**src/rtl/core/gta_pkg.sv**
```systemverilog
// Shared types and tower-field arithmetic functions for the GF(256) tower ALU.
package gta_pkg;

  typedef enum logic {
    CMD_ADD = 1'b0,
    CMD_MUL = 1'b1
  } cmd_t;

  typedef enum logic [1:0] {
    FIELD_GF2   = 2'd0,
    FIELD_GF4   = 2'd1,
    FIELD_GF16  = 2'd2,
    FIELD_GF256 = 2'd3
  } field_t;

  typedef struct packed {
    logic       cmd;
    logic [7:0] mask;
    logic [7:0] a;
    logic [7:0] b;
  } prep_t;

  typedef struct packed {
    logic       cmd;
    logic [7:0] mask;
    logic [7:0] sum;
    logic [3:0] lo;
    logic [3:0] hi;
    logic [3:0] mid;
  } part_t;

  function automatic logic [7:0] field_mask(input logic [1:0] sel);
    logic [7:0] m;
    unique case (sel)
      FIELD_GF2:   m = 8'h01;
      FIELD_GF4:   m = 8'h03;
      FIELD_GF16:  m = 8'h0f;
      default:     m = 8'hff;
    endcase
    return m;
  endfunction

  function automatic logic [1:0] gf4_by_x(input logic [1:0] a);
    return {a[0] ^ a[1], a[1]};
  endfunction

  function automatic logic [1:0] gf4_by_x1(input logic [1:0] a);
    return {a[0], a[0] ^ a[1]};
  endfunction

  function automatic logic [1:0] gf4_mul(input logic [1:0] a, input logic [1:0] b);
    return (b[0] ? a : 2'b00) ^ (b[1] ? gf4_by_x(a) : 2'b00);
  endfunction

  function automatic logic [3:0] gf16_karatsuba(input logic [3:0] a, input logic [3:0] b);
    logic [1:0] lo;
    logic [1:0] hi;
    logic [1:0] mid;
    lo  = gf4_mul(a[1:0], b[1:0]);
    hi  = gf4_mul(a[3:2], b[3:2]);
    mid = gf4_mul(a[1:0] ^ a[3:2], b[1:0] ^ b[3:2]) ^ lo ^ hi;
    return {mid ^ hi, lo ^ gf4_by_x(hi)};
  endfunction

  function automatic logic [3:0] gf16_by_8(input logic [3:0] a);
    return {gf4_by_x(a[1:0] ^ a[3:2]), gf4_by_x1(a[3:2])};
  endfunction

endpackage

```
**src/rtl/core/gta_in_if.sv**
```systemverilog
// Operation channel: command, field select and two operands.
interface gta_in_if;
  logic       valid;
  logic       ready;
  logic       cmd;
  logic [1:0] field_select;
  logic [7:0] operand_a;
  logic [7:0] operand_b;

  modport source (output valid, output cmd, output field_select,
                  output operand_a, output operand_b, input ready);
  modport sink (input valid, input cmd, input field_select,
                input operand_a, input operand_b, output ready);
endinterface

```
**src/rtl/core/gta_out_if.sv**
```systemverilog
// Result channel: one field element per beat.
interface gta_out_if;
  logic       valid;
  logic       ready;
  logic [7:0] field_result;

  modport source (output valid, output field_result, input ready);
  modport sink (input valid, input field_result, output ready);
endinterface

```
**src/rtl/core/gta_prep.sv**
```systemverilog
// First stage: mask operands to the selected field width and register.
module gta_prep (
  input  logic               clk,
  input  logic               rst,
  input  logic               advance,
  input  logic               in_valid,
  input  logic               cmd,
  input  logic [1:0]         field_select,
  input  logic [7:0]         operand_a,
  input  logic [7:0]         operand_b,
  output logic               out_valid,
  output gta_pkg::prep_t     out_data
);

  gta_pkg::prep_t data_next;

  always_comb begin
    data_next.cmd  = cmd;
    data_next.mask = gta_pkg::field_mask(field_select);
    data_next.a    = operand_a & data_next.mask;
    data_next.b    = operand_b & data_next.mask;
  end

  always_ff @(posedge clk) begin
    if (rst) begin
      out_valid <= 1'b0;
    end else if (advance) begin
      out_valid <= in_valid;
    end
  end

  always_ff @(posedge clk) begin
    if (advance) begin
      out_data <= data_next;
    end
  end

endmodule

```
**src/rtl/core/gta_mul16.sv**
```systemverilog
// Second stage: the three GF(16) Karatsuba sub-products and the field sum.
module gta_mul16 (
  input  logic               clk,
  input  logic               rst,
  input  logic               advance,
  input  logic               in_valid,
  input  gta_pkg::prep_t     in_data,
  output logic               out_valid,
  output gta_pkg::part_t     out_data
);

  gta_pkg::part_t data_next;

  always_comb begin
    data_next.cmd  = in_data.cmd;
    data_next.mask = in_data.mask;
    data_next.sum  = in_data.a ^ in_data.b;
    data_next.lo   = gta_pkg::gf16_karatsuba(in_data.a[3:0], in_data.b[3:0]);
    data_next.hi   = gta_pkg::gf16_karatsuba(in_data.a[7:4], in_data.b[7:4]);
    data_next.mid  = gta_pkg::gf16_karatsuba(in_data.a[3:0] ^ in_data.a[7:4],
                                             in_data.b[3:0] ^ in_data.b[7:4])
                     ^ data_next.lo ^ data_next.hi;
  end

  always_ff @(posedge clk) begin
    if (rst) begin
      out_valid <= 1'b0;
    end else if (advance) begin
      out_valid <= in_valid;
    end
  end

  always_ff @(posedge clk) begin
    if (advance) begin
      out_data <= data_next;
    end
  end

endmodule

```
**src/rtl/core/gta_combine.sv**
```systemverilog
// Third stage: fold the sub-products, select sum or product and mask.
module gta_combine (
  input  logic               clk,
  input  logic               rst,
  input  logic               advance,
  input  logic               in_valid,
  input  gta_pkg::part_t     in_data,
  output logic               out_valid,
  output logic [7:0]         out_result
);

  logic [7:0] product;
  logic [7:0] result_next;

  always_comb begin
    product = {in_data.mid ^ in_data.hi, in_data.lo ^ gta_pkg::gf16_by_8(in_data.hi)};
    case (in_data.cmd)
      gta_pkg::CMD_ADD: result_next = in_data.sum & in_data.mask;
      default:          result_next = product & in_data.mask;
    endcase
  end

  always_ff @(posedge clk) begin
    if (rst) begin
      out_valid <= 1'b0;
    end else if (advance) begin
      out_valid <= in_valid;
    end
  end

  always_ff @(posedge clk) begin
    if (advance) begin
      out_result <= result_next;
    end
  end

endmodule

```
**src/rtl/core/gf256_tower_field_alu.sv**
```systemverilog
// Top level of the GF(256) tower-field ALU: add or multiply in GF(2/4/16/256).
// Takes one beat per cycle while ready and returns one result beat per operation,
// in order, through a three-stage pipeline (operand masking, GF(16) Karatsuba
// sub-products, final fold and select). Throughput is one operation per cycle;
// the pipeline moves as a whole and holds when the result register is full and
// not taken, so ready falls only under back-pressure.
module gf256_tower_field_alu (
  input  logic       clk,
  input  logic       rst,
  gta_in_if.sink     op,
  gta_out_if.source  res
);

  logic           advance;
  logic           s1_valid;
  logic           s2_valid;
  logic           s3_valid;
  gta_pkg::prep_t s1_data;
  gta_pkg::part_t s2_data;
  logic [7:0]     s3_result;

  assign advance  = !s3_valid || res.ready;
  assign op.ready = advance;

  gta_prep u_prep (
    .clk          (clk),
    .rst          (rst),
    .advance      (advance),
    .in_valid     (op.valid),
    .cmd          (op.cmd),
    .field_select (op.field_select),
    .operand_a    (op.operand_a),
    .operand_b    (op.operand_b),
    .out_valid    (s1_valid),
    .out_data     (s1_data)
  );

  gta_mul16 u_mul16 (
    .clk       (clk),
    .rst       (rst),
    .advance   (advance),
    .in_valid  (s1_valid),
    .in_data   (s1_data),
    .out_valid (s2_valid),
    .out_data  (s2_data)
  );

  gta_combine u_combine (
    .clk        (clk),
    .rst        (rst),
    .advance    (advance),
    .in_valid   (s2_valid),
    .in_data    (s2_data),
    .out_valid  (s3_valid),
    .out_result (s3_result)
  );

  assign res.valid        = s3_valid;
  assign res.field_result = s3_result;

endmodule
```
**src/flat_wrapper.sv**
```systemverilog
// flat-port wrapper written by rule: the top's interface ports become plain ports
module gf256_tower_field_alu_flat 
  (clk, rst, op_valid, op_cmd, op_field_select, op_operand_a, op_operand_b, op_ready, res_valid, res_field_result, res_ready);
  gta_in_if op_i ();
  gta_out_if res_i ();
  input  logic clk;
  input  logic rst;
  input wire logic [$bits(op_i.valid)-1:0] op_valid;
  input wire logic [$bits(op_i.cmd)-1:0] op_cmd;
  input wire logic [$bits(op_i.field_select)-1:0] op_field_select;
  input wire logic [$bits(op_i.operand_a)-1:0] op_operand_a;
  input wire logic [$bits(op_i.operand_b)-1:0] op_operand_b;
  output wire logic [$bits(op_i.ready)-1:0] op_ready;
  output wire logic [$bits(res_i.valid)-1:0] res_valid;
  output wire logic [$bits(res_i.field_result)-1:0] res_field_result;
  input wire logic [$bits(res_i.ready)-1:0] res_ready;
  assign op_i.valid = op_valid;
  assign op_i.cmd = op_cmd;
  assign op_i.field_select = op_field_select;
  assign op_i.operand_a = op_operand_a;
  assign op_i.operand_b = op_operand_b;
  assign op_ready = op_i.ready;
  assign res_valid = res_i.valid;
  assign res_field_result = res_i.field_result;
  assign res_i.ready = res_ready;
  gf256_tower_field_alu u_core (.clk(clk), .rst(rst), .op(op_i), .res(res_i));
endmodule
```
**config.mk**
```make
export PLATFORM = sky130hd
export DESIGN_NAME = gf256_tower_field_alu_flat
export DESIGN_NICKNAME = d
export VERILOG_FILES = /design/src/rtl/core/gta_pkg.sv /design/src/rtl/core/gta_in_if.sv /design/src/rtl/core/gta_out_if.sv /design/src/rtl/core/gta_prep.sv /design/src/rtl/core/gta_mul16.sv /design/src/rtl/core/gta_combine.sv /design/src/rtl/core/gf256_tower_field_alu.sv /design/src/flat_wrapper.sv
export SDC_FILE = /design/constraint.sdc
export NUM_CORES = 1
export LEC_CHECK = 0
export ABC_AREA = 1
export BUFFER_PORTS_ARGS = -buffer_cell sky130_fd_sc_hd__buf_2
export CAP_MARGIN = 20
export CELL_PAD_IN_SITES_DETAIL_PLACEMENT = 0
export CELL_PAD_IN_SITES_GLOBAL_PLACEMENT = 1
export CORE_AREA = 2 2 83 117
export DETAILED_ROUTE_END_ITERATION = 10
export DIE_AREA = 0 0 85 119
export GPL_TIMING_DRIVEN = 0
export PLACE_DENSITY_LB_ADDON = 0.25
export SLEW_MARGIN = 10
export SYNTH_ARGS = -nofsm -noshare
export SYNTH_HDL_FRONTEND = slang
export SYNTH_SLANG_ARGS = --single-unit
```
**constraint.sdc**
```tcl
create_clock -name clk -period 1.7 [get_ports clk]
set_input_delay 0.255 -clock clk [delete_from_list [all_inputs] [get_ports clk]]
set_output_delay 0.255 -clock clk [all_outputs]
set_load 0.02 [all_outputs]
```
Word-level counts from Yosys, hierarchy flattened
Cells that the tools add are included.

Equal/unequal tests: 2. Multiplexer cells: 20. Bitwise gates (word level): 53. Reduce and logical (&&, ||, !) cells: 3.

Operator list (number): $xor A2 B2 Y2 (28); $mux W2 (18); $and A8 B8 Y8 (4); $pmux W8 S3 (1); $xor A4 B4 Y4 (6); $xor A1 B1 Y1 (14); $mux W8 (1); $xor A8 B8 Y8 (1); $eq A2 B1 Y1 const B (1); $eq A2 B2 Y1 const B (1); $logic_not A2 Y1 (1); $logic_not A1 Y1 (1); $logic_or A1 B1 Y1 (1).

Register bits: 65. Input port bits: 23. Output and inout port bits: 10. Word-level logic and storage cells: 92.

Depth between registers and ports, before layout
Gate-level depths: netlist of the first run.

Depth after elaboration: 10. Depth in mapped cells: 15. Gate-level depth less buffers: 15.

By module
A second synthesis of the first run with hierarchy kept.

Cell total of the unflattened synthesis: 440. Area total of the unflattened synthesis: 3580.9 µm².

By module, submodules not included: gta_mul16 (times used 1, cells an instance 305, area each 2150.8 µm²); gta_prep (times used 1, cells an instance 64, area each 825.8 µm²); gta_combine (times used 1, cells an instance 69, area each 596.8 µm²); gf256_tower_field_alu (times used 1, cells an instance 2, area each 7.5 µm²).

Least setup slack after synthesis of the first run
OpenSTA, ideal clock, no wires.

Kind: reg-to-reg. Start point: register u_core.u_combine.out_valid. End point: register u_core.u_combine.out_result[0], enable pin. Data arrival time: 1.650 ns. Setup slack: -0.364 ns. Cell stages (with the launch flop): 4. Clock period less this slack: 2.064 ns. Cell sequence: dfxtp_1 > inv_1 > nor2_1 > inv_1.

Longest elaborated chain between the ends: 2.

Ends and longest elaborated chain: from (decl) (line gta_combine.sv:8) `output logic out_valid,`; from (signal assigned) (line gta_combine.sv:27) `out_valid <= in_valid;`; $logic_not A1 Y1 (line gf256_tower_field_alu.sv:22) `assign advance = !s3_valid || res.ready;`; $logic_or A1 B1 Y1 (line gf256_tower_field_alu.sv:22); via op_ready (line flat_wrapper.sv:13) `output wire logic [$bits(op_i.ready)-1:0] op_ready;`; to (signal assigned) (line gta_combine.sv:33) `out_result <= result_next;`; to (decl) (line gta_combine.sv:9) `output logic [7:0] out_result`.

The timed path passes the listed nets, and every way through them passes these cells. A chain may end at the register's enable or synchronous reset.

==> qor.yml, run 1 <==
avgSynthCellArea_sq_um: 7.72
drt.antenna.violating_nets: 0
grt_util_met3: 0.0229
pwr-share-seq: 0.410
ys.flop_type: "edfxtp_1"
tightest_slew_ns: 0.554
worstSetupStartpointType: "register"
end_kind: "register"
rows: 42
cts_tree: "built"
rsz0062_at_grt: "true"
ys_ff_latch: 55
crit_path_frequent_cell: "nand2_1"
areaGrowthSynthToFinish_pct: 31.0
finalSetupViolCount: 4
drv_slew: 0
io_buffers: 31
hold_path.class: "input port to register"
ys_types: 25
grt_pass1_wl_um: 12900
crit_fanout: 5
synth-edff-count: 52
status: "complete, but fails checks"
crit_type: "register to register"
clock_latency_ns: 0.29
core-area_sq_um: 9200
grt_start_max_net_pins: 29
setup_slack_ns: -0.0954
syn_nets: 494
diodes: 0
yosysTopAreaCellShare: 0.437
synth.top_cells.by_count: "nand2_1 (181), inv_1 (55), edfxtp_1 (52), nand2_2 (30), nand3_1 (30)"
critical-path-slowest-cell: "edfxtp_1"
p_leak_nw: 2.37
crit_family: "simple AND/OR/NAND/NOR gates"
via_per_inst: 4.57
cap_violations: 0
period_share: 1.06
routed_wl_um: 8240
yosysSeqAreaShare: 0.454
fin_skew_ns: 0.00389
final.setup.tns_ns: -0.274
slew_headroom: 0.630
die_h_um: 119
hold_violations: 0
pwr_density_cell_nw_per_um2: 966
synth_area_leaders: "edfxtp_1 (44%), nand2_1 (19%), inv_1 (5.8%), nand2_2 (5.3%), nand3_1 (4.2%)"
wl_per_cell_um: 12.8
cpPeakStageDelay_ns: 0.53
die_area_sq_um: 10100
power_switching_w: 0.00148
met2_usage: 0.333
gp_congestion: 0.854
syn_inst: 463
antenna_found_initial: 0
worstPathRequired_ns: 1.76
firstDrtPassIters: 4
use_met1: 0.173
sw_frac_of_total: 0.328
yosysWarnings: 0
start_util: 0.388
violations: "negative setup slack"
clock_tree.root_cell: "clkbuf_16"
die_width_um: 85
internal_power_w: 0.00304
nets: 564
timing.hold.ws_ns: 0.133
async_reset_ff_frac: 0
comb_power_share: 0.332
ir_drop_uv: 495
path_cells: "buf_4 > o21ai_2 > nand2_2 > nand2_4 > nand2_4 > nand3_1 > nand3_1 > nand2_1 > inv_1 > nand2_1 > nand2_1"
htreeDepth: 2
synth_most_common_cell: "nand2_1"
cp.arrival_ns: 1.85
grt.busiest_layer: "met2"
clock-sinks: 55
cts_made_buffers: 5
critPathBufInv: 2
drt_iter0_markers: 94
vias: 2940
path_clk_slew_ns: 0.07
cts_buffer_depth: 2
grt_usage: 0.165
fin_crit_ns: 1.80
timing.fmax_mhz: 557
grt_pass1_vias: 2708
drive_gt1_frac: 0.397
hold_buffers: 0
ios: 33
p_clk_frac: 0.258
syn_area_sq_um: 3570
synth_top_cell_by_area: "edfxtp_1"
overflow: 0
drc: 0
hpwl_um: 6040
## timing repair
item	4_1_cts	5_1_grt
cloned	1	1
setup buffers	21	10
endpoints found under the setup margin	59	34
pin swaps	29	42
resized for setup	57	50
## metal layers
| layer | wire (um) | up-vias |
|---|---|---|
| met3 | 153 | 11 |
| met4 | 182 | 0 |
| met5 | 0 | - |
| li1 | - | 1572 |
| met1 | 3190 | 1320 |
| met2 | 4720 | 37 |
## placed cells by master (no fill, tap or decap), types with 2 or more instances in the layout
| cell | netlist | final |
|---|---|---|
| nand3_1 | 30 | 15 |
| nand3_2 | 3 | 16 |
| buf_6 | 0 | 10 |
| buf_4 | 3 | 22 |
| clkinvlp_4 | 0 | 3 |
| xor2_1 | 13 | 12 |
| nand2_2 | 30 | 52 |
| nand2_4 | 4 | 20 |
| clkbuf_1 | 3 | 3 |
| inv_1 | 55 | 44 |
| clkbuf_16 | 0 | 5 |
| nor2_2 | 2 | 4 |
| xor2_2 | 3 | 4 |
| xnor2_1 | 6 | 4 |
| edfxtp_1 | 52 | 52 |
| a21oi_1 | 3 | 3 |
| o21ai_2 | 0 | 2 |
| ha_1 | 8 | 3 |
| dfxtp_1 | 3 | 2 |
| nand2_1 | 181 | 143 |
| nor2_1 | 29 | 25 |
| inv_2 | 17 | 27 |
| nor2_4 | 0 | 2 |
| buf_2 | 0 | 31 |
| o21a_1 | 2 | 2 |
| o21ai_0 | 10 | 9 |
| ha_2 | 0 | 4 |
| nand3_4 | 0 | 2 |
## per-stage QoR
step,instance area [sq um],power (W),util,cells,setup WS (ns)
floorplan,3590,0.00279,-,463,-0.112
global placement,3880,0.00308,0.422,604,-0.399
detailed placement,3880,0.00310,0.422,604,-0.448
CTS,4430,0.00443,0.482,634,-0.429
global route,4680,0.00480,0.509,644,-0.234
finish,4680,0.00452,0.509,644,-0.0954
## worst paths after layout
| path | end | slack [ns] | cells past startpoint | startpoint |
|---|---|---|---|---|
| worst max-delay path | u_core.u_mul16.out_data[1] | -0.1 | 11 | u_core.u_prep.out_data[11] |
| worst min-delay path | u_core.u_combine.out_valid | 0.13 | 2 | rst |
| worst max register to register | u_core.u_mul16.out_data[1] | -0.1 | 11 | u_core.u_prep.out_data[11] |
| worst min register to register | u_core.u_mul16.out_data[28] | 0.43 | 0 | u_core.u_prep.out_data[24] |
## power groups by stage
stage / Clock, W / Combinational, W / Sequential, W
4_1_cts: 0.00119 / 0.00138 / 0.00186
5_1_grt: 0.00125 / 0.00168 / 0.00188
3_5_place_dp: 0 / 0.00120 / 0.00190
2_1_floorplan: 0 / 0.000857 / 0.00193
6_report: 0.00116 / 0.00150 / 0.00186
3_3_place_gp: 0 / 0.00118 / 0.00189
## flip-flops by register name, summed over array words and instances (netlist names)
register,flops
u_core.u_combine.out_result,8
u_core.u_prep.out_valid,1
u_core.u_prep.out_data,20
u_core.u_mul16.out_data,24
u_core.u_combine.out_valid,1
u_core.u_mul16.out_valid,1
## worst register-to-register path: stages (launching register included)
cell and delay [ns]:
edfxtp_1 0.53, buf_4 0.20, o21ai_2 0.14, nand2_2 0.10, nand2_4 0.11, nand2_4 0.07, nand3_1 0.10, nand3_1 0.09
nand2_1 0.09, inv_1 0.04, nand2_1 0.05, nand2_1 0.04
## kinds of logic (layout without fill, tap and decap cells)
family                   count (synthesis)  after routing  share of synthesized area
AND/OR/NAND/NOR                        281            281                      0.343
flip-flops                              55             55                      0.454
AO/OA/AOI/OAI                           19             19                     0.0294
buffers and inverters                   78            149                     0.0851
adder cells (fa/ha/maj)                  8              8                     0.0280
XOR/XNOR                                22             22                     0.0602
## layout make-up
class	count	area [sq um]
Fill cell	875	4520
Multi-Input combinational cell	330	2000
Sequential cell	55	1630
Timing Repair Buffer	61	427
Inverter	72	274
Tap cell	110	138
Clock buffer	5	125
Clock inverter	3	42.5
Buffer	6	37.5
Timing Repair inverter	2	15.0
Note: power is estimated with default switching activity, not from simulation.
==> run 2, diff against run 1 <==
SETUP_SLACK_MARGIN = 0.05   (was not set)
==> run 2 against run 1 <==
The flow still finishes with violations (negative setup slack). Non-clock buffer count is 4 lower. Register-to-register slack gained 0.02 ns. First-iteration DRC count is 56% higher. Power down 5.1%. Combinational power decreased by 6%. Die area is the same. Design area fell by 3.8%. Sequential power is essentially flat. Critical path type unchanged. Highest routed layer unchanged.
==> qor.yml, run 2 (synthesis results as in run 1) <==
status: "complete, but fails checks"  # unchanged
violations: "negative setup slack"  # unchanged
end_kind: "register"  # unchanged
grt_pass1_wl_um: 12900  # about the same
crit_type: "register to register"  # unchanged
diodes: 0  # unchanged
p_leak_nw: 2.31  # was 2.37 nW
grt_start_max_net_pins: 28  # was 29
drt_iter0_markers: 147  # was 94
largest_reg_flops: 24  # unchanged
vias: 2987  # was 2940
tightest_slew_ns: 0.382  # was 0.554 ns
slew_headroom: 0.745  # was 0.630
cts_buffer_depth: 2  # unchanged
crit_fanout: 5  # unchanged
holdPathStages: 2  # unchanged
ir_drop_uv: 567  # was 495 uV
setup_slack_ns: -0.0748  # was -0.0954 ns
drv_slew: 0  # unchanged
stdcell_area_sq_um: 4500  # was 4680 sq um
crit-reg2reg-launch: "u_core.u_prep.out_data[13]"  # was u_core.u_prep.out_data[11]
period_share: 1.04  # was 1.06
n_fill_cell: 883  # was 875
areaGrowthSynthToFinish_pct: 26.1  # was 31.0%
drc: 0  # unchanged
timing.fmax_mhz: 563  # was 557 MHz
hold_end: "u_core.u_combine.out_valid"  # unchanged
reg2reg_depth: 13  # was 11
nets: 561  # was 564
drt.antenna.violating_nets: 0  # unchanged
cts_tree: "built"  # unchanged
r2r_end: "u_core.u_mul16.out_data[2]"  # was u_core.u_mul16.out_data[1]
fin_crit_ns: 1.77  # was 1.80 ns
die_h_um: 119  # unchanged
clock_latency_ns: 0.29  # about the same
hold_path.class: "input port to register"  # unchanged
core-area_sq_um: 9200  # unchanged
ios: 33  # unchanged
grt_usage: 0.166  # was 0.165
firstDrtPassIters: 4  # unchanged
hpwl_um: 6050  # was 6040 um
layout_commonest_cell: "nand2_1"  # unchanged
largest_register: "u_core.u_mul16.out_data"  # unchanged
wl_per_cell_um: 12.8  # about the same
hold_violations: 0  # unchanged
start_util: 0.388  # unchanged
drive_gt1_frac: 0.363  # was 0.397
cp.arrival_ns: 1.84  # was 1.85 ns
gp_congestion: 0.864  # was 0.854
rows: 42  # unchanged
cts_made_buffers: 5  # unchanged
htreeDepth: 2  # unchanged
die_area_sq_um: 10100  # unchanged
clock-sinks: 55  # unchanged
min_from: "rst"  # unchanged
io_buffers: 31  # unchanged
routed_wl_um: 8180  # was 8240 um
finalSetupViolCount: 3  # was 4
cap_violations: 0  # unchanged
antenna_found_initial: 0  # unchanged
r2r_setup_slack_ns: -0.07  # was -0.1 ns
dpl_worst_slack_ns: -0.453  # was -0.448 ns
rsz0062_at_grt: "true"  # unchanged
pwr_density_cell_nw_per_um2: 952  # was 966 nW/um^2
worstPathRequired_ns: 1.76  # about the same
clock_tree.root_cell: "clkbuf_16"  # unchanged
top_regs: "u_core.u_mul16.out_data x24, u_core.u_prep.out_data x20, u_core.u_combine.out_result x8"  # unchanged
place_area_sq_um: 3890  # was 3880 sq um
timing.hold.ws_ns: 0.133  # about the same
final_cell_mix: "nand2_1 (154), edfxtp_1 (52), nand2_2 (48)"  # was nand2_1 (143), nand2_2 (52), edfxtp_1 (52)
overflow: 0  # unchanged
via_per_inst: 4.66  # was 4.57
die_width_um: 85  # unchanged
worstSetupStartpointType: "register"  # unchanged
hold_buffers: 0  # unchanged
path_clk_slew_ns: 0.07  # about the same
fin_skew_ns: 0.00282  # was 0.00389 ns
grt_pass1_vias: 2800  # was 2708
run 2: cell types whose count changed in the layout (fill, tap and decap cells not counted), sizes merged:
cell / before / now
buf: 64 / 60
bufinv: 1 / 0
clkinv: 1 / 2
clkinvlp: 3 / 4
run 2: repair_timing:
action / 4_1_cts / 5_1_grt
setup buffers: 21 / 6
setup endpoints to repair: 59 / 48
gates cloned: 2 / 1
gates resized for setup: 50 / 27
pin swaps: 36 / 13
run 2: routing by layer:
layer,GRT usage,vias to the layer above,part of all wire
li1,-,1571,-
met1,0.174,1337,0.38
met2,0.313,57,0.54
met3,0.0249,22,0.026
met4,0.0813,0,0.048
met5,0,-,0
run 2: area by class of cell:
class	instances	area (sq um)	area share
Buffer	6	41.3	0.00917
Clock buffer	5	125	0.0278
Clock inverter	3	18.8	0.00417
Inverter	72	279	0.0620
Multi-Input combinational cell	330	1880	0.418
Sequential cell	55	1630	0.361
Tap cell	110	138	0.0306
Timing Repair Buffer	57	373	0.0828
Timing Repair inverter	3	22.5	0.00500
run 2: stage by stage:
step | std cells | TNS, ns | utilization | total power (W)
2_1_floorplan | 463 | -5.83 | - | 0.00279
3_3_place_gp | 604 | -15.32 | 0.423 | 0.00308
3_5_place_dp | 604 | -18.55 | 0.423 | 0.00310
4_1_cts | 635 | -0.505 | 0.476 | 0.00427
5_1_grt | 641 | -0.774 | 0.490 | 0.00456
6_report | 641 | -0.175 | 0.490 | 0.00429
run 2: worst max path at each step:
stage                          startpoint                             end  slack (ns)  cells after the start
3_3_place_gp   u_core.u_combine.out_valid                        op_ready       -0.40                      4
5_1_grt        u_core.u_prep.out_data[13]      u_core.u_mul16.out_data[2]       -0.22                     14
6_report       u_core.u_prep.out_data[13]      u_core.u_mul16.out_data[2]       -0.07                     13
2_1_floorplan  u_core.u_combine.out_valid  u_core.u_combine.out_result[0]       -0.11                      3
3_5_place_dp   u_core.u_combine.out_valid                        op_ready       -0.45                      4
4_1_cts        u_core.u_combine.out_valid                        op_ready       -0.21                      4
run 2: critical path, stage by stage (launching register included):
cell,delay (ns)
edfxtp_1,0.51
buf_4,0.19
nand2_1,0.07
nand2_2,0.10
nor2_4,0.10
nand2_1,0.07
nand2_2,0.09
nand3_2,0.08
nand2_1,0.08
nand2_2,0.05
nand2_1,0.06
nand2_1,0.04
nand2_1,0.06
inv_1,0.03
run 2: power by group:
part	internal [W]	switching (W)
Combinational	0.000557	0.000850
Clock	0.000547	0.000479
Sequential	0.00174	0.000111
Total	0.00285	0.00144
